--- config.mk ---
export PLATFORM = sky130hd
export DESIGN_NAME = bresenham_line_rasterizer_flat
export DESIGN_NICKNAME = d
export VERILOG_FILES = /design/src/hw/rtl/blr_pkg.sv /design/src/hw/rtl/blr_req_if.sv /design/src/hw/rtl/blr_rsp_if.sv /design/src/hw/rtl/blr_front.sv /design/src/hw/rtl/blr_queue.sv /design/src/hw/rtl/blr_back.sv /design/src/hw/rtl/bresenham_line_rasterizer.sv /design/src/flat_wrapper.sv
export SDC_FILE = /design/constraint.sdc
export NUM_CORES = 1
export LEC_CHECK = 0
export BUFFER_PORTS_ARGS = -buffer_cell sky130_fd_sc_hd__buf_2
export CORE_MARGIN = 4
export CORE_UTILIZATION = 60
export CTS_CLUSTER_DIAMETER = 200
export DETAILED_ROUTE_END_ITERATION = 8
export GPL_TIMING_DRIVEN = 0
export HOLD_SLACK_MARGIN = 0.1
export PLACE_DENSITY = 0.78
export SYNTH_ARGS = -nofsm -noshare
export SYNTH_HDL_FRONTEND = slang
export SYNTH_SLANG_ARGS = --single-unit
--- constraint.sdc ---
create_clock -name clock -period 10.53 [get_ports clock]
set_clock_uncertainty 0.15 [all_clocks]
set_input_delay 2.106 -clock clock [delete_from_list [all_inputs] [get_ports clock]]
set_output_delay 2.106 -clock clock [all_outputs]
set_load 0.1 [all_outputs]
--- src/hw/rtl/blr_pkg.sv ---
// Shared types and constants of the line rasterizer.
// Used by the front, the queue, the back and the top level; depends on nothing.
package blr_pkg;

   localparam int FRAME_SIDE = 1024;
   localparam logic signed [16:0] FRAME_LIMIT = 17'(FRAME_SIDE);
   localparam logic signed [15:0] INVALID_X = -16'sd10000;

   localparam int QUEUE_DEPTH = 2;
   localparam int QPTR_W = $clog2(QUEUE_DEPTH);
   localparam int QCNT_W = $clog2(QUEUE_DEPTH + 1);

   typedef enum logic {
      CMD_LOAD = 1'b0,
      CMD_STEP = 1'b1
   } cmd_type;

   typedef struct packed {
      cmd_type            kind;
      logic               line_busy;
      logic signed [15:0] cur_x;
      logic signed [15:0] cur_y;
      logic [15:0]        end_major;
      logic               dir_x;
      logic               dir_y;
      logic [16:0]        twice_dx;
      logic [16:0]        twice_dy;
      logic               x_is_major;
      logic signed [18:0] error_term;
      logic [31:0]        color;
   } entry_type;

endpackage

--- src/hw/rtl/blr_req_if.sv ---
// Request channel of the line rasterizer: valid, ready and the command payload.
// Depends on nothing.
interface blr_req_if;
   logic               valid;
   logic               ready;
   logic               command;
   logic signed [15:0] start_x;
   logic signed [15:0] start_y;
   logic signed [15:0] end_x;
   logic signed [15:0] end_y;
   logic [31:0]        color;

   modport source (output valid, command, start_x, start_y, end_x, end_y, color,
                   input ready);
   modport sink (input valid, command, start_x, start_y, end_x, end_y, color,
                 output ready);
endinterface

--- src/hw/rtl/blr_rsp_if.sv ---
// Response channel of the line rasterizer: valid, ready and one pixel.
// Depends on nothing.
interface blr_rsp_if;
   logic               valid;
   logic               ready;
   logic signed [15:0] pixel_x;
   logic signed [15:0] pixel_y;
   logic [19:0]        pixel_address;
   logic               write_enable;
   logic [31:0]        pixel_color;
   logic               last_pixel;

   modport source (output valid, pixel_x, pixel_y, pixel_address, write_enable,
                   pixel_color, last_pixel, input ready);
   modport sink (input valid, pixel_x, pixel_y, pixel_address, write_enable,
                 pixel_color, last_pixel, output ready);
endinterface

--- src/hw/rtl/blr_front.sv ---
// Front end: accepts requests and queues each; a load carries the line setup.
// Depends on blr_pkg and blr_req_if.
module blr_front (
   blr_req_if.sink              req_chan,
   input  logic                 queue_full,
   output logic                 push,
   output blr_pkg::entry_type   entry
);

   logic signed [16:0] dx;
   logic signed [16:0] dy;
   logic [16:0]        abs_dx;
   logic [16:0]        abs_dy;
   logic [16:0]        twice_dx;
   logic [16:0]        twice_dy;
   logic               x_major;
   logic [15:0]        major_delta;

   assign req_chan.ready = !queue_full;
   assign push = req_chan.valid && !queue_full;

   always_comb begin
      dx = 17'(req_chan.end_x) - 17'(req_chan.start_x);
      dy = 17'(req_chan.end_y) - 17'(req_chan.start_y);
      abs_dx = dx[16] ? 17'(-dx) : 17'(dx);
      abs_dy = dy[16] ? 17'(-dy) : 17'(dy);
      twice_dx = {abs_dx[15:0], 1'b0};
      twice_dy = {abs_dy[15:0], 1'b0};
      x_major = twice_dx > twice_dy;
      major_delta = x_major ? abs_dx[15:0] : abs_dy[15:0];

      entry.kind = blr_pkg::cmd_type'(req_chan.command);
      entry.line_busy = (req_chan.start_x != blr_pkg::INVALID_X)
                        && (req_chan.end_x != blr_pkg::INVALID_X)
                        && (major_delta != 16'd0);
      entry.cur_x = req_chan.start_x;
      entry.cur_y = req_chan.start_y;
      entry.end_major = x_major ? req_chan.end_x : req_chan.end_y;
      entry.dir_x = !(dx > 17'sd0);
      entry.dir_y = !(dy > 17'sd0);
      entry.twice_dx = twice_dx;
      entry.twice_dy = twice_dy;
      entry.x_is_major = x_major;
      entry.error_term = 19'($signed({3'b000, major_delta}));
      entry.color = req_chan.color;
   end

endmodule

--- src/hw/rtl/blr_queue.sv ---
// Short queue of decoded requests between the front end and the stepper.
// Depends on blr_pkg.
module blr_queue (
   input  logic                 clock,
   input  logic                 reset,
   input  logic                 push,
   input  blr_pkg::entry_type   push_entry,
   output logic                 full,
   input  logic                 pop,
   output logic                 not_empty,
   output blr_pkg::entry_type   head
);

   blr_pkg::entry_type                 slots_ff [blr_pkg::QUEUE_DEPTH];
   logic [blr_pkg::QPTR_W-1:0]         wr_ptr_ff;
   logic [blr_pkg::QPTR_W-1:0]         wr_ptr_in;
   logic [blr_pkg::QPTR_W-1:0]         rd_ptr_ff;
   logic [blr_pkg::QPTR_W-1:0]         rd_ptr_in;
   logic [blr_pkg::QCNT_W-1:0]         count_ff;
   logic [blr_pkg::QCNT_W-1:0]         count_in;
   logic                               do_push;
   logic                               do_pop;

   assign full = count_ff == blr_pkg::QCNT_W'(blr_pkg::QUEUE_DEPTH);
   assign not_empty = count_ff != '0;
   assign head = slots_ff[rd_ptr_ff];
   assign do_push = push && !full;
   assign do_pop = pop && not_empty;

   always_comb begin
      wr_ptr_in = wr_ptr_ff;
      rd_ptr_in = rd_ptr_ff;
      count_in = count_ff;
      if (do_push) begin
         wr_ptr_in = (wr_ptr_ff == blr_pkg::QPTR_W'(blr_pkg::QUEUE_DEPTH - 1))
                     ? '0 : wr_ptr_ff + 1'b1;
      end
      if (do_pop) begin
         rd_ptr_in = (rd_ptr_ff == blr_pkg::QPTR_W'(blr_pkg::QUEUE_DEPTH - 1))
                     ? '0 : rd_ptr_ff + 1'b1;
      end
      if (do_push && !do_pop) begin
         count_in = count_ff + 1'b1;
      end else if (do_pop && !do_push) begin
         count_in = count_ff - 1'b1;
      end
   end

   always_ff @(posedge clock) begin
      if (reset) begin
         wr_ptr_ff <= '0;
         rd_ptr_ff <= '0;
         count_ff <= '0;
      end else begin
         wr_ptr_ff <= wr_ptr_in;
         rd_ptr_ff <= rd_ptr_in;
         count_ff <= count_in;
      end
   end

   always_ff @(posedge clock) begin
      if (do_push) begin
         slots_ff[wr_ptr_ff] <= push_entry;
      end
   end

endmodule

--- src/hw/rtl/blr_back.sv ---
// Back end: holds the active line, steps it one pixel per cycle while the
// output is free, registering each pixel. Depends on blr_pkg and blr_rsp_if.
module blr_back (
   input  logic                 clock,
   input  logic                 reset,
   input  logic                 entry_valid,
   input  blr_pkg::entry_type   entry,
   output logic                 pop,
   blr_rsp_if.source            rsp_chan
);

   logic                busy_ff, busy_in;
   logic signed [15:0]  cur_x_ff, cur_x_in;
   logic signed [15:0]  cur_y_ff, cur_y_in;
   logic [15:0]         end_major_ff, end_major_in;
   logic                dir_x_ff, dir_x_in;
   logic                dir_y_ff, dir_y_in;
   logic [16:0]         twice_dx_ff, twice_dx_in;
   logic [16:0]         twice_dy_ff, twice_dy_in;
   logic                x_major_ff, x_major_in;
   logic signed [18:0]  error_ff, error_in;
   logic [31:0]         color_ff, color_in;

   logic                rsp_valid_ff, rsp_valid_in;
   logic signed [15:0]  out_x_ff, out_x_in;
   logic signed [15:0]  out_y_ff, out_y_in;
   logic [19:0]         out_addr_ff, out_addr_in;
   logic                out_we_ff, out_we_in;
   logic [31:0]         out_color_ff, out_color_in;
   logic                out_last_ff, out_last_in;

   logic                out_free;
   logic                is_load;
   logic                emit;
   logic [16:0]         dmin;
   logic [16:0]         dmaj;
   logic signed [18:0]  err_sub;
   logic                minor_step;
   logic signed [15:0]  x_step;
   logic signed [15:0]  y_step;
   logic signed [15:0]  next_x;
   logic signed [15:0]  next_y;
   logic [15:0]         major_now;
   logic                in_frame;
   logic [23:0]         full_addr;

   assign out_free = !rsp_valid_ff || rsp_chan.ready;
   assign is_load = entry.kind == blr_pkg::CMD_LOAD;
   assign pop = entry_valid && (is_load || !busy_ff || out_free);
   assign emit = entry_valid && !is_load && busy_ff && out_free;

   always_comb begin
      dmin = x_major_ff ? twice_dy_ff : twice_dx_ff;
      dmaj = x_major_ff ? twice_dx_ff : twice_dy_ff;
      err_sub = error_ff - 19'($signed({2'b00, dmin}));
      minor_step = err_sub <= 19'sd0;
      x_step = dir_x_ff ? cur_x_ff - 16'sd1 : cur_x_ff + 16'sd1;
      y_step = dir_y_ff ? cur_y_ff - 16'sd1 : cur_y_ff + 16'sd1;
      next_x = (x_major_ff || minor_step) ? x_step : cur_x_ff;
      next_y = (!x_major_ff || minor_step) ? y_step : cur_y_ff;
      major_now = x_major_ff ? next_x : next_y;

      in_frame = (cur_x_ff > 16'sd0) && (17'(cur_x_ff) < blr_pkg::FRAME_LIMIT)
                 && (cur_y_ff > 16'sd0) && (17'(cur_y_ff) < blr_pkg::FRAME_LIMIT);
      full_addr = 24'(cur_x_ff[11:0])
                  + 24'(cur_y_ff[11:0]) * 24'(blr_pkg::FRAME_SIDE);
   end

   always_comb begin
      busy_in = busy_ff;
      cur_x_in = cur_x_ff;
      cur_y_in = cur_y_ff;
      end_major_in = end_major_ff;
      dir_x_in = dir_x_ff;
      dir_y_in = dir_y_ff;
      twice_dx_in = twice_dx_ff;
      twice_dy_in = twice_dy_ff;
      x_major_in = x_major_ff;
      error_in = error_ff;
      color_in = color_ff;
      if (pop && is_load) begin
         busy_in = entry.line_busy;
         cur_x_in = entry.cur_x;
         cur_y_in = entry.cur_y;
         end_major_in = entry.end_major;
         dir_x_in = entry.dir_x;
         dir_y_in = entry.dir_y;
         twice_dx_in = entry.twice_dx;
         twice_dy_in = entry.twice_dy;
         x_major_in = entry.x_is_major;
         error_in = entry.error_term;
         color_in = entry.color;
      end else if (emit) begin
         cur_x_in = next_x;
         cur_y_in = next_y;
         error_in = minor_step ? err_sub + 19'($signed({2'b00, dmaj})) : err_sub;
         busy_in = major_now != end_major_ff;
      end
   end

   always_comb begin
      rsp_valid_in = rsp_valid_ff && !rsp_chan.ready;
      out_x_in = out_x_ff;
      out_y_in = out_y_ff;
      out_addr_in = out_addr_ff;
      out_we_in = out_we_ff;
      out_color_in = out_color_ff;
      out_last_in = out_last_ff;
      if (emit) begin
         rsp_valid_in = 1'b1;
         out_x_in = cur_x_ff;
         out_y_in = cur_y_ff;
         out_addr_in = in_frame ? full_addr[19:0] : 20'd0;
         out_we_in = in_frame;
         out_color_in = color_ff;
         out_last_in = major_now == end_major_ff;
      end
   end

   always_ff @(posedge clock) begin
      if (reset) begin
         busy_ff <= 1'b0;
         rsp_valid_ff <= 1'b0;
      end else begin
         busy_ff <= busy_in;
         rsp_valid_ff <= rsp_valid_in;
      end
   end

   always_ff @(posedge clock) begin
      cur_x_ff <= cur_x_in;
      cur_y_ff <= cur_y_in;
      end_major_ff <= end_major_in;
      dir_x_ff <= dir_x_in;
      dir_y_ff <= dir_y_in;
      twice_dx_ff <= twice_dx_in;
      twice_dy_ff <= twice_dy_in;
      x_major_ff <= x_major_in;
      error_ff <= error_in;
      color_ff <= color_in;
      out_x_ff <= out_x_in;
      out_y_ff <= out_y_in;
      out_addr_ff <= out_addr_in;
      out_we_ff <= out_we_in;
      out_color_ff <= out_color_in;
      out_last_ff <= out_last_in;
   end

   assign rsp_chan.valid = rsp_valid_ff;
   assign rsp_chan.pixel_x = out_x_ff;
   assign rsp_chan.pixel_y = out_y_ff;
   assign rsp_chan.pixel_address = out_addr_ff;
   assign rsp_chan.write_enable = out_we_ff;
   assign rsp_chan.pixel_color = out_color_ff;
   assign rsp_chan.last_pixel = out_last_ff;

endmodule

--- src/hw/rtl/bresenham_line_rasterizer.sv ---
// Bresenham line rasterizer. A request is accepted every cycle while the
// two-entry queue has room; a step request waits in the queue, then its
// pixel is registered; one pixel leaves per cycle while the output is taken.
// The stepper's error update (one subtract, compare and add) sets that rate.
// Synchronous reset empties the queue, drops the active line and the pending
// pixel; the block is ready again in the first cycle after reset.
module bresenham_line_rasterizer (
   input  logic      clock,
   input  logic      reset,
   blr_req_if.sink   req_chan,
   blr_rsp_if.source rsp_chan
);

   logic               push;
   logic               queue_full;
   logic               queue_valid;
   logic               pop;
   blr_pkg::entry_type push_entry;
   blr_pkg::entry_type head_entry;

   blr_front u_front (
      .req_chan   (req_chan),
      .queue_full (queue_full),
      .push       (push),
      .entry      (push_entry)
   );

   blr_queue u_queue (
      .clock      (clock),
      .reset      (reset),
      .push       (push),
      .push_entry (push_entry),
      .full       (queue_full),
      .pop        (pop),
      .not_empty  (queue_valid),
      .head       (head_entry)
   );

   blr_back u_back (
      .clock       (clock),
      .reset       (reset),
      .entry_valid (queue_valid),
      .entry       (head_entry),
      .pop         (pop),
      .rsp_chan    (rsp_chan)
   );

endmodule
--- src/flat_wrapper.sv ---
// flat-port wrapper written by rule: the top's interface ports become plain ports
module bresenham_line_rasterizer_flat 
  (clock, reset, req_chan_valid, req_chan_command, req_chan_start_x, req_chan_start_y, req_chan_end_x, req_chan_end_y, req_chan_color, req_chan_ready, rsp_chan_valid, rsp_chan_pixel_x, rsp_chan_pixel_y, rsp_chan_pixel_address, rsp_chan_write_enable, rsp_chan_pixel_color, rsp_chan_last_pixel, rsp_chan_ready);
  blr_req_if req_chan_i ();
  blr_rsp_if rsp_chan_i ();
  input  logic clock;
  input  logic reset;
  input wire logic [$bits(req_chan_i.valid)-1:0] req_chan_valid;
  input wire logic [$bits(req_chan_i.command)-1:0] req_chan_command;
  input wire logic [$bits(req_chan_i.start_x)-1:0] req_chan_start_x;
  input wire logic [$bits(req_chan_i.start_y)-1:0] req_chan_start_y;
  input wire logic [$bits(req_chan_i.end_x)-1:0] req_chan_end_x;
  input wire logic [$bits(req_chan_i.end_y)-1:0] req_chan_end_y;
  input wire logic [$bits(req_chan_i.color)-1:0] req_chan_color;
  output wire logic [$bits(req_chan_i.ready)-1:0] req_chan_ready;
  output wire logic [$bits(rsp_chan_i.valid)-1:0] rsp_chan_valid;
  output wire logic [$bits(rsp_chan_i.pixel_x)-1:0] rsp_chan_pixel_x;
  output wire logic [$bits(rsp_chan_i.pixel_y)-1:0] rsp_chan_pixel_y;
  output wire logic [$bits(rsp_chan_i.pixel_address)-1:0] rsp_chan_pixel_address;
  output wire logic [$bits(rsp_chan_i.write_enable)-1:0] rsp_chan_write_enable;
  output wire logic [$bits(rsp_chan_i.pixel_color)-1:0] rsp_chan_pixel_color;
  output wire logic [$bits(rsp_chan_i.last_pixel)-1:0] rsp_chan_last_pixel;
  input wire logic [$bits(rsp_chan_i.ready)-1:0] rsp_chan_ready;
  assign req_chan_i.valid = req_chan_valid;
  assign req_chan_i.command = req_chan_command;
  assign req_chan_i.start_x = req_chan_start_x;
  assign req_chan_i.start_y = req_chan_start_y;
  assign req_chan_i.end_x = req_chan_end_x;
  assign req_chan_i.end_y = req_chan_end_y;
  assign req_chan_i.color = req_chan_color;
  assign req_chan_ready = req_chan_i.ready;
  assign rsp_chan_valid = rsp_chan_i.valid;
  assign rsp_chan_pixel_x = rsp_chan_i.pixel_x;
  assign rsp_chan_pixel_y = rsp_chan_i.pixel_y;
  assign rsp_chan_pixel_address = rsp_chan_i.pixel_address;
  assign rsp_chan_write_enable = rsp_chan_i.write_enable;
  assign rsp_chan_pixel_color = rsp_chan_i.pixel_color;
  assign rsp_chan_last_pixel = rsp_chan_i.last_pixel;
  assign rsp_chan_i.ready = rsp_chan_ready;
  bresenham_line_rasterizer u_core (.clock(clock), .reset(reset), .req_chan(req_chan_i), .rsp_chan(rsp_chan_i));
endmodule
* Yosys cells after proc, flatten, opt, wreduce, memory -nomap -nowiden
Memories as Yosys holds them, arrays and structs flattened. A register that Yosys moved wholly into a read port is not among the register bits.
Cells that the tools add are included.
** Word-level totals
- Bits in registers :: 228
- Memory bits (writable) :: 266
- Input port bits :: 101
- Output and inout bits :: 88
- Memories :: 1
** Memories
- u_core.u_queue.slots_ff :: words 2, width 133, rd ports 1, clocked after memory_dff 1, wr ports 1, RTL line blr_queue.sv:14 : blr_pkg::entry_type slots_ff [blr_pkg::QUEUE_DEPTH];
** Cells by class
- Add/subtract/negate cells :: 15
- $lt $le $gt $ge :: 8
- Equal/unequal tests :: 5
- Mux-type cells :: 29
- Bitwise operators :: 1
- Reductions and logical operators :: 34
** Operators by type and width (number)
- 16-bit 2-to-1 mux :: 13
- 19-bit 2-to-1 mux :: 3
- 17-bit by 1-bit greater-than comparator with 1-bit output, second input constant :: 2
- 17-bit 2-to-1 mux :: 2
- 16-bit by 16-bit subtractor with 17-bit output :: 2
- 16-bit by 2-bit adder with 16-bit output, second input constant :: 2
- 16-bit by 1-bit greater-than comparator with 1-bit output, second input constant :: 2
- 16-bit by 12-bit < comparator with 1-bit output, second input constant :: 2
- 16-bit by 15-bit != test with 1-bit output, second input constant :: 2
- 16-bit negator :: 2
- 16-bit by 2-bit subtractor with 16-bit output, second input constant :: 2
- 12-bit by 20-bit adder with 20-bit output :: 1
- 19-bit by 18-bit adder with 19-bit output :: 1
- 19-bit by 1-bit less-or-equal comparator with 1-bit output, second input constant :: 1
- 19-bit by 18-bit subtractor with 19-bit output :: 1
- 17-bit greater-than comparator :: 1
- 16-bit equality test :: 1
- 1-bit logical AND :: 16
- 16-bit != test :: 1
- 16-bit nonzero test :: 1
- 1-bit logical NOT :: 9
- 1-bit 2-to-1 mux :: 9
- 2-bit nonzero test :: 3
- 1-bit logical OR :: 5
- 6 further kinds :: 8

* Logic depth before layout (Yosys ltp)
Gate-level depths: netlist of run 1.
- Depth after elaboration :: 9
- Mapped depth :: 26
- Depth with buffers taken out :: 25

* Cells and area by module
Synthesis of run 1 repeated with hierarchy kept, for this count alone.
** Unflattened totals
- Cells, all modules :: 2172
- Area, all modules :: 27239.9 µm²
** By module, submodules not included
- blr_back :: instances 1, cells an instance 1089, area each 12645.9 µm²
- blr_queue :: instances 1, cells an instance 454, area each 10217.3 µm²
- blr_front :: instances 1, cells an instance 629, area each 4376.7 µm²

* Worst setup path before layout of run 1
OpenSTA, ideal clock, no wires.
- Path type :: input-to-reg
- Start point :: in req_chan_valid
- End point :: mem u_core.u_queue.slots_ff[0][0] in the netlist's numbering, enable pin
- Data arrival time :: 7774 ps
- Slack :: 1979 ps
- Stages on the path :: 2
- Path through :: nand2_1 > nor2_1
** On the way
- Longest elaborated chain between the ends :: 4
** Ends and longest elaborated chain
- start, declared :: RTL line flat_wrapper.sv:8 : input wire logic [$bits(req_chan_i.valid)-1:0] req_chan_valid;
- 1-bit logical AND :: RTL line blr_front.sv:20 : assign push = req_chan.valid && !queue_full;
- 1-bit logical AND :: RTL line blr_queue.sv:27 : assign do_push = push && !full;
- 1-bit 2-to-1 mux :: RTL line blr_queue.sv:62 : if (do_push) begin
- 1-bit 2-to-1 mux (not written as such) :: RTL line blr_queue.sv:63 : slots_ff[wr_ptr_ff] <= push_entry;
- end, declared :: RTL line blr_queue.sv:14
No other way between the ends.

==> results of run 1 <==
==> worst max path at each step <==
stage,start,endpoint,slack [ns],cells past startpoint
6_report,req_chan_start_x[5],u_core.u_queue.slots_ff[1][131],1.58,23
5_1_grt,req_chan_end_x[0],u_core.u_queue.slots_ff[1][131],1.15,23
4_1_cts,req_chan_start_x[0],u_core.u_queue.slots_ff[1][131],1.80,22
3_5_place_dp,req_chan_start_x[0],u_core.u_queue.slots_ff[1][131],1.18,22
3_3_place_gp,req_chan_valid,u_core.u_queue.slots_ff[0][72],-1.49,3
2_1_floorplan,req_chan_valid,u_core.u_queue.slots_ff[0][0],1.98,2
==> where the power goes <==
group / internal, uW / switching, uW
sequential: 3030 / 288
clock: 891 / 718
combinational: 2060 / 3440
total: 5980 / 4450
==> flip-flops by register name, indices dropped and copies added, names as in the netlist, 19 cells and up, named ones only <==
name,count
u_core.u_back.error_ff,19
u_core.u_back.color_ff,32
u_core.u_queue.slots_ff,266
u_core.u_back.rsp_chan.pixel_address,20
u_core.u_back.rsp_chan.pixel_color,32
==> metal layers <==
metal,track usage (%),up-vias
li1,-,7978
met1,41.0,8578
met2,45.9,796
met3,3.93,99
met4,7.29,0
met5,0,-
==> layout make-up <==
class | count | share of cell area [%]
Antenna cell | 2 | 0.0176
Clock buffer | 57 | 4.34
Inverter | 105 | 1.39
Buffer | 58 | 0.858
Multi-Input combinational cell | 1305 | 34.3
Tap cell | 532 | 2.34
Sequential cell | 493 | 51.8
Timing Repair Buffer | 198 | 4.20
Clock inverter | 29 | 0.774
==> cells in the final DEF, fill, tap and decap left out, types with 8 or more instances in the layout <==
cell,instances
o21a_1,16
nor3_1,35
a31oi_1,17
nor3b_1,9
edfxtp_1,486
a21o_1,24
o211ai_1,15
o21ai_0,84
inv_1,104
clkinv_1,10
a211oi_1,65
nor2_1,95
clkbuf_1,50
ha_1,113
mux2_2,107
a211o_1,9
buf_2,190
nand3b_1,8
o31ai_1,10
or3_1,17
clkbuf_16,48
o21bai_1,9
a21oi_1,99
clkinv_2,10
and2_1,16
mux2i_1,62
nand4_1,8
xor2_1,52
nor2b_1,51
a21boi_0,8
nor4_1,19
and3_1,11
nand3_1,35
nand2_1,107
buf_1,11
nand2b_1,12
xnor2_1,79
==> per-stage QoR <==
| step | cells | util, % | hold WS [ns] |
|---|---|---|---|
| 6_report | 2779 | 69.2 | 0.266 |
| 5_1_grt | 2777 | 69.2 | 0.275 |
| 4_1_cts | 2777 | 69.2 | 0.267 |
| 3_5_place_dp | 2691 | 65.7 | 0.255 |
| 3_3_place_gp | 2680 | 65.0 | 0.251 |
| 2_1_floorplan | 1961 | - | 0.250 |
==> worst reg2reg max path, cell delays in order (launching register included) <==
cell and delay [ns]:
edfxtp_1 0.32, clkbuf_1 0.36, clkbuf_1 0.41, buf_1 0.50, buf_1 0.58, mux2i_1 0.34
inv_1 0.09, fa_1 0.53, inv_1 0.09, or4_1 0.53, nor3_1 0.27, o221ai_1 0.20
a2111oi_0 0.46, or4b_1 0.54, o41ai_4 0.61, nor2_2 0.26, buf_2 0.31, mux2i_1 0.24
a21oi_1 0.10
==> cell families (layout without fill, tap and decap cells) <==
family / count (synthesis) / count (layout) / synth area share, %
AND/OR/NAND/NOR: 458 / 458 / 9.37
adder cells (fa/ha/maj): 120 / 120 / 6.19
other: 0 / 2 / 0
AO/OA/AOI/OAI: 427 / 427 / 11.4
multiplexers: 169 / 169 / 7.27
XOR/XNOR: 131 / 131 / 4.57
buffers and inverters: 163 / 447 / 2.53
flip-flops: 493 / 493 / 58.7
==> results.yml, run 1 <==
status:
  status: "completed"
die:
  die-width_um: 213
  start_util_pct: 61.1
  io_pins: 189
  die_h_um: 213
  core.rowCount: 74
  dieArea_um2: 45200
  coreArea_um2: 41100
synth:
  yosysMostFrequentCell: "edfxtp_1"
  yosys_warnings: 0
  synth_cells: 1961
  syn_nets: 2182
  syn-cell-area_um2: 25100
  yosys.cell_types.count: 80
  ys.flop_type: "edfxtp_1"
  synth-async-reset-ratio_pct: 0
  yosysTopAreaCellShare_pct: 58.1
  synthTopCellsByCount: "edfxtp_1 (486), ha_1 (113), mux2_2 (107), nand2_1 (107), inv_1 (104)"
  ys_seq_area_share_pct: 58.7
  synth_area_per_cell_um2: 12.8
  yosys.area.top_type: "edfxtp_1"
  ys_ff_latch: 493
  synth.top_cells.by_area: "edfxtp_1 (58%), ha_1 (5.6%), mux2_2 (4.8%)"
  synth_enable_flop_cells: 486
placed_design:
  gp_congestion: 1.01
  post_dp_cell_area_um2: 27000
  port_buffers: 187
  dp_hpwl_mm: 48.3
  place_ws_ns: 1.18
worst_setup_path:
  rrSetupSlack_ns: 3.39
  max_stage_delay_ns: 0.71
  required_ns: 10.66
  worstSetupPathType: "primary input to flip-flop"
  start_kind: "primary input"
  crit_family: "compound AO/OA/AOI/OAI gates"
  rr_startpoint: "u_core.u_back.x_major_ff"
  critPathArrivalTime_ns: 9.07
  path_common_cell: "o21ai_0"
  slowest_stage: "o31ai_1"
  cp_max_fo: 10
  path_buf_inv: 4
  cp-end-kind: "flip-flop"
  r2r_cells: 18
  worstPathCellList: "buf_2 -> inv_1 -> ha_1 -> or4_1 -> o31ai_1 -> o21bai_1 -> xnor2_1 -> nand4_1 -> o21ai_0 -> xor2_1 -> inv_1 -> ha_1 -> o21ai_0 -> o21ai_0 -> a2111oi_0 -> o21ai_0 -> nand2_1 -> buf_1 -> a211oi_1 -> nor2_1 -> or4b_2 -> nor4_1 -> a41oi_1"
  r2r_end: "u_core.u_back.cur_x_ff[4]"
global_route:
  grt_pass1_vias: 17000
  grt_max_degree: 49
  grt_util_all_layers_pct: 28.3
  grt.overflow.total: 0
  antenna_found_initial: 0
  grt_pass1_wl_mm: 97.8
sta:
  drv_slew: 0
  rsz0062_at_grt: "false"
  fin_setup_tns_ns: 0
  setup_slack_ns: 1.58
  max_freq_mhz: 112
  max_slew_margin_pct: 30.0
  fin_crit_ns: 8.95
  fin_crit_sh_pct: 85.0
  hold_viol_final: 0
  setup_viol: 0
  tightest_slew_ns: 1.05
min_path:
  hp-class: "flip-flop to flip-flop"
  hold_path.startpoint: "u_core.u_back.color_ff[14]"
  hold_depth: 0
  holdPathEnd: "u_core.u_back.rsp_chan.pixel_color[14]"
clock_network:
  cts-resized-gates: 0
  cts_made_buffers: 47
  holdBufCountCts: 0
  h-tree-depth: 2
  cts.clk_slew.worst_paths_ns: 0.06
  cts_buffer_depth: 3
  clk_latency_ns: 0.59
  cts_setup_buffers: 0
  cts_sinks: 493
  cts_tree: "built"
  clockRootBuffer: "clkbuf_16"
route:
  wirelength_mm: 64.7
  wl_met3_mm: 5.52
  met1_length_mm: 27.5
  via_per_inst: 6.28
  drt_first_pass_iters: 6
  via_count: 17500
  wl_per_cell_um: 23.3
  ant_nets: 0
  top_layer: "met4"
  met2_length_mm: 30.2
  drc_errors: 0
  drtIter0Drc: 1916
final_layout:
  final_cell_area_um2: 28500
  drive_gt1_share_pct: 17.9
  multi_input_area_um2: 9760
  n_fill_cell: 2867
  nNetsFinal: 2429
  area_growth_pct: 13.3
  seq_area_um2: 14700
power_and_ir_drop:
  peakVddDrop_uv: 181
  leakagePower_uw: 0.0106
  p_total_uw: 10400
  power.density_nw_per_um2: 366
job:
  max_cap_viol_count: 0
Note: power is estimated with default switching activity, not from simulation.
==> run 2, diff against run 1 <==
ABC_AREA = 1   (was default)
CORE_UTILIZATION = 55   (was 60)
PLACE_DENSITY = 0.75   (was 0.78)
clock period = 7.7 ns   (was 10.53 ns; I/O delays follow)
==> run 2 against run 1 <==
Register-to-register slack worse by 1.8 ns. Via count up 17%. Critical endpoint is now u_core.u_queue.slots_ff[0][131]. Combinational power up 37%. Flip-flop and latch count unchanged.
==> results.yml, run 2 <==
status:
  status: "completed"
synth:
  ys.flop_type: "edfxtp_1"
  yosysTopAreaCellShare_pct: 56.2
  yosys.cell_types.count: 58
  synth_area_per_cell_um2: 9.37
  ys_ff_latch: 493
  syn_nets: 2990
  synth_enable_flop_cells: 486
  synth-async-reset-ratio_pct: 0
  synth_cells: 2769
  syn-cell-area_um2: 26000
  synthTopCellsByCount: "nand2_1 (995), edfxtp_1 (486), inv_1 (286)"
  yosysMostFrequentCell: "nand2_1"
  yosys_warnings: 0
  yosys.area.top_type: "edfxtp_1"
  ys_seq_area_share_pct: 56.8
  synth.top_cells.by_area: "edfxtp_1 (56%), nand2_1 (14%), ha_1 (5.4%)"
clock_network:
  clockRootBuffer: "clkbuf_16"
  cts_sinks: 493
  holdBufCountCts: 0
  h-tree-depth: 2
  cts.clk_slew.worst_paths_ns: 0.06
  cts_made_buffers: 49
  cts_tree: "built"
  cts_buffer_depth: 3
  cts_setup_buffers: 0
  clk_latency_ns: 0.58
  cts-resized-gates: 0
placed_design:
  port_buffers: 188
  gp_congestion: 0.946
  place_ws_ns: 0.535
  dp_hpwl_mm: 54.2
worst_setup_path:
  rrSetupSlack_ns: 1.55
  path_buf_inv: 3
  slowest_stage: "xnor2_1"
  max_stage_delay_ns: 0.54
  path_common_cell: "nand2_1"
  cp-endpoint: "u_core.u_queue.slots_ff[0][131]"
  worstPathCellList: "buf_2 -> inv_1 -> ha_1 -> a21oi_1 -> nor2_1 -> nor2_1 -> nand3_1 -> xnor2_1 -> nand2_1 -> nor2_1 -> nand3b_1 -> xor2_1 -> a21boi_0 -> ha_1 -> nand2_1 -> nor4_1 -> nand3_1 -> nand2_1 -> clkbuf_1 -> nand2_1 -> o21ai_1 -> nand3_1 -> nor2_2 -> a21oi_2"
  required_ns: 7.84
  critPathArrivalTime_ns: 6.86
  cp-end-kind: "flip-flop"
  rr_startpoint: "u_core.u_back.x_major_ff"
  cp_max_fo: 10
  crit_cells: 24
  r2r_cells: 29
  start_kind: "primary input"
  crit_family: "simple AND/OR/NAND/NOR gates"
  r2r_end: "u_core.u_back.error_ff[14]"
  crit_start: "req_chan_start_x[6]"
  worstSetupPathType: "primary input to flip-flop"
die:
  coreArea_um2: 46600
  die_h_um: 225
  dieArea_um2: 50700
  die-width_um: 225
  core.rowCount: 79
  io_pins: 189
  start_util_pct: 55.7
final_layout:
  area_growth_pct: 13.6
  utilization_pct: 63.3
  largest_register_ff_count: 266
  regMostFlops: "u_core.u_queue.slots_ff"
  nNetsFinal: 3242
  drive_gt1_share_pct: 11.9
  layout_commonest_cell: "nand2_1"
  final_cell_mix: "nand2_1 (995), edfxtp_1 (486), inv_1 (286)"
sta:
  fin_crit_sh_pct: 87.3
  max_freq_mhz: 149
  fin_crit_ns: 6.72
  drv_slew: 0
  setup_viol: 0
  max_slew_margin_pct: 28.3
  hold_viol_final: 0
  rsz0062_at_grt: "false"
  setup_slack_ns: 0.977
  timing.hold.ws_ns: 0.266
  fin_setup_tns_ns: 0
  tightest_slew_ns: 1.08
route:
  wirelength_mm: 70.7
  via_count: 20500
  drc_errors: 0
  drt_first_pass_iters: 6
  drtIter0Drc: 2049
  wl_per_cell_um: 19.3
  via_per_inst: 5.58
  ant_nets: 0
power_and_ir_drop:
  power.density_nw_per_um2: 484
  p_total_uw: 14300
  leakagePower_uw: 0.0130
  peakVddDrop_uv: 246
global_route:
  grt.overflow.total: 0
  grt_max_degree: 64
  grt_pass1_vias: 19600
  grt_pass1_wl_mm: 109
  grt_util_all_layers_pct: 27.6
  antenna_found_initial: 5
min_path:
  hp-class: "flip-flop to flip-flop"
  hold_depth: 0
job:
  max_cap_viol_count: 0
## run 2: cell types whose count changed after synthesis, sizes merged, moves of 25 or more
| cell | before | now |
|---|---|---|
| inv | 104 | 295 |
| nand2 | 107 | 1006 |
| xnor2 | 79 | 25 |
| xor2 | 52 | 27 |
| nand3 | 35 | 167 |
| a211oi | 65 | 2 |
| mux2i | 62 | 2 |
| mux2 | 107 | 0 |
| nand4 | 8 | 33 |
| nor2b | 52 | 0 |
| nor2 | 97 | 159 |
| o21ai | 87 | 120 |
## run 2: how the worst min path moves through the flow
stage	start	end	slack, ns
floorplan	u_core.u_back.color_ff[0]	u_core.u_back.rsp_chan.pixel_color[0]	0.25
global placement	u_core.u_back.color_ff[19]	u_core.u_back.rsp_chan.pixel_color[19]	0.25
detailed placement	u_core.u_back.color_ff[31]	u_core.u_back.rsp_chan.pixel_color[31]	0.25
CTS	u_core.u_back.color_ff[31]	u_core.u_back.rsp_chan.pixel_color[31]	0.27
global route	u_core.u_back.color_ff[7]	u_core.u_back.rsp_chan.pixel_color[7]	0.27
finish	u_core.u_back.color_ff[22]	u_core.u_back.rsp_chan.pixel_color[22]	0.27
## run 2: worst reg2reg max path, delay by kind of cell, from the launching register on
kind | cells | cell delay, ns
buf+inv | 6 | 2.14
simple gates | 15 | 1.36
fa+ha+maj | 3 | 0.80
flops | 1 | 0.37
compound gates | 3 | 0.82
xor+xnor | 2 | 0.37
## run 2: metal layers
layer	share of wire (%)	vias up	GRT usage, %
met5	0	-	0
met4	3.3	0	9.21
met3	8.3	142	3.86
met2	48	870	46.2
met1	41	9639	37.6
li1	-	9803	-
## run 2: cell type report
cell class / count / area [um2]
sequential: 493 / 14700
clock inverter: 29 / 234
fill: 3795 / 17100
buffer: 69 / 308
inverter: 299 / 1130
timing repair buffer: 201 / 1210
antenna: 3 / 7.51
tap: 607 / 759
clock buffer: 59 / 1280
multi-input combinational: 1908 / 9820
## run 2: cell families (layout without fill, tap and decap cells)
family	after synthesis	in the layout	synth area share, %
multiplexers	2	2	0.125
AND/OR/NAND/NOR	1444	1444	23.3
adder cells (fa/ha/maj)	120	120	5.99
flip-flops	493	493	56.8
buffers and inverters	368	657	5.51
XOR/XNOR	52	52	2.12
AO/OA/AOI/OAI	290	290	6.21
other	0	3	0
## run 2: report_power, final
part | total, uW | internal (uW) | switching (uW)
Sequential | 4470 | 4090 | 379
Combinational | 7530 | 2360 | 5170
Clock | 2260 | 1290 | 976
## run 2: per-stage QoR
| stage | cells | area [um2] |
|---|---|---|
| finish | 3668 | 29500 |
| global placement | 3564 | 27700 |
| floorplan | 2769 | 26000 |
| global route | 3668 | 29500 |
| CTS | 3665 | 29500 |
| detailed placement | 3577 | 28000 |
==> run 3, diff against run 2 <==
CORE_UTILIZATION = 60   (was 55)
PLACE_DENSITY = 0.77   (was 0.75)
clock period = 8.1 ns   (was 7.7 ns; I/O delays follow)
==> run 3 against run 2 <==
Setup slack better by 0.55 ns. Via count shrank 1.1%. Die area fell by 8.0%. Hold slack improved by 0.0026 ns. Highest routed layer is now met5. Design area is 0.16% higher. Largest power group unchanged. Clock-buffer cell count down 2.
==> results.yml, run 3 (synthesized netlist as in run 2, its figures left out) <==
status:
  status: "completed"
route:
  ant_nets: 0
  via_count: 20200
  drt_first_pass_iters: 5
  via_per_inst: 5.56
  drc_errors: 0
  wl_per_cell_um: 19.0
  wirelength_mm: 69.0
  drtIter0Drc: 2031
die:
  start_util_pct: 61.3
  die-width_um: 216
  dieArea_um2: 46600
  coreArea_um2: 42300
  io_pins: 189
  core.rowCount: 75
  die_h_um: 216
worst_setup_path:
  worstSetupPathType: "primary input to flip-flop"
  rrSetupSlack_ns: 1.87
  max_stage_delay_ns: 0.55
  r2r_end: "u_core.u_back.error_ff[14]"
  path_common_cell: "nand2_1"
  cp-end-kind: "flip-flop"
  start_kind: "primary input"
  cp_max_fo: 11
  required_ns: 8.35
  crit_family: "simple AND/OR/NAND/NOR gates"
  r2r_cells: 29
  critPathArrivalTime_ns: 6.83
  slowest_stage: "xnor2_1"
  path_buf_inv: 6
  crit_cells: 28
  rr_startpoint: "u_core.u_back.x_major_ff"
sta:
  drv_slew: 0
  hold_viol_final: 0
  setup_viol: 0
  fin_setup_tns_ns: 0
  rsz0062_at_grt: "false"
  setup_slack_ns: 1.53
  tightest_slew_ns: 1.14
  fin_crit_sh_pct: 81.2
  fin_crit_ns: 6.57
  max_slew_margin_pct: 23.9
  max_freq_mhz: 152
clock_network:
  h-tree-depth: 2
  cts_setup_buffers: 0
  cts_tree: "built"
  cts_sinks: 493
  holdBufCountCts: 0
  clockRootBuffer: "clkbuf_16"
  cts-resized-gates: 0
  cts_made_buffers: 49
  cts.clk_slew.worst_paths_ns: 0.06
  cts_buffer_depth: 3
  clk_latency_ns: 0.59
power_and_ir_drop:
  leakagePower_uw: 0.0130
  peakVddDrop_uv: 243
  power.density_nw_per_um2: 462
final_layout:
  area_growth_pct: 13.8
  layout_commonest_cell: "nand2_1"
  largest_register_ff_count: 266
  nNetsFinal: 3241
  final_cell_mix: "nand2_1 (995), edfxtp_1 (486), inv_1 (286)"
  regMostFlops: "u_core.u_queue.slots_ff"
  drive_gt1_share_pct: 12.0
global_route:
  grt_max_degree: 50
  grt_pass1_wl_mm: 105
  antenna_found_initial: 3
  grt.overflow.total: 0
  grt_pass1_vias: 19200
  grt_util_all_layers_pct: 29.0
job:
  max_cap_viol_count: 0
placed_design:
  port_buffers: 188
  place_ws_ns: 1.00
  gp_congestion: 0.968
  dp_hpwl_mm: 53.2
min_path:
  hp-class: "flip-flop to flip-flop"
  hold_path.startpoint: "u_core.u_back.color_ff[30]"
  holdPathEnd: "u_core.u_back.rsp_chan.pixel_color[30]"
  hold_depth: 0
## run 3: worst max-delay path by stage
| stage | start | end | slack [ns] |
|---|---|---|---|
| after CTS | req_chan_start_x[6] | u_core.u_queue.slots_ff[1][131] | 1.58 |
| after detailed placement | req_chan_start_x[6] | u_core.u_queue.slots_ff[0][131] | 1.00 |
| after global placement | req_chan_valid | u_core.u_queue.slots_ff[1][75] | -3.12 |
| after floorplan | req_chan_valid | u_core.u_queue.slots_ff[1][0] | 0.01 |
| after global routing | req_chan_start_x[4] | u_core.u_queue.slots_ff[0][131] | 0.99 |
| final | req_chan_end_x[0] | u_core.u_queue.slots_ff[1][131] | 1.53 |
## run 3: power breakdown
group	total [uW]	internal, uW	switching, uW
Clock	2300	1340	955
Sequential	4230	3890	345
Combinational	7110	2230	4880
Total	13600	7460	6180
## run 3: layout make-up
| cell class | count | area, um2 |
|---|---|---|
| sequential | 493 | 14700 |
| fill | 3238 | 12800 |
| multi-input combinational | 1908 | 9820 |
| clock buffer | 57 | 1300 |
| timing repair buffer | 200 | 1190 |
| inverter | 299 | 1130 |
| tap | 577 | 722 |
| clock inverter | 32 | 329 |
| buffer | 69 | 308 |
| antenna | 1 | 2.50 |
## run 3: per-stage QoR
step           total power, uW  std cells  utilization, %  cell area (um2)  hold WS [ns]
2_1_floorplan             9310       2769               -            26000         0.250
3_3_place_gp             11100       3534            65.3            27600         0.251
3_5_place_dp             11200       3546            65.9            27900         0.255
4_1_cts                  13500       3635            69.8            29500         0.270
5_1_grt                  14600       3636            69.8            29500         0.276
6_report                 13600       3636            69.8            29500         0.268
## run 3: layer usage
metal / global-route usage (%) / share of wire [%]
met3: 3.54 / 7.3
met2: 48.3 / 47
met1: 40.2 / 42
met4: 9.86 / 3.1
met5: 0 / 0.016
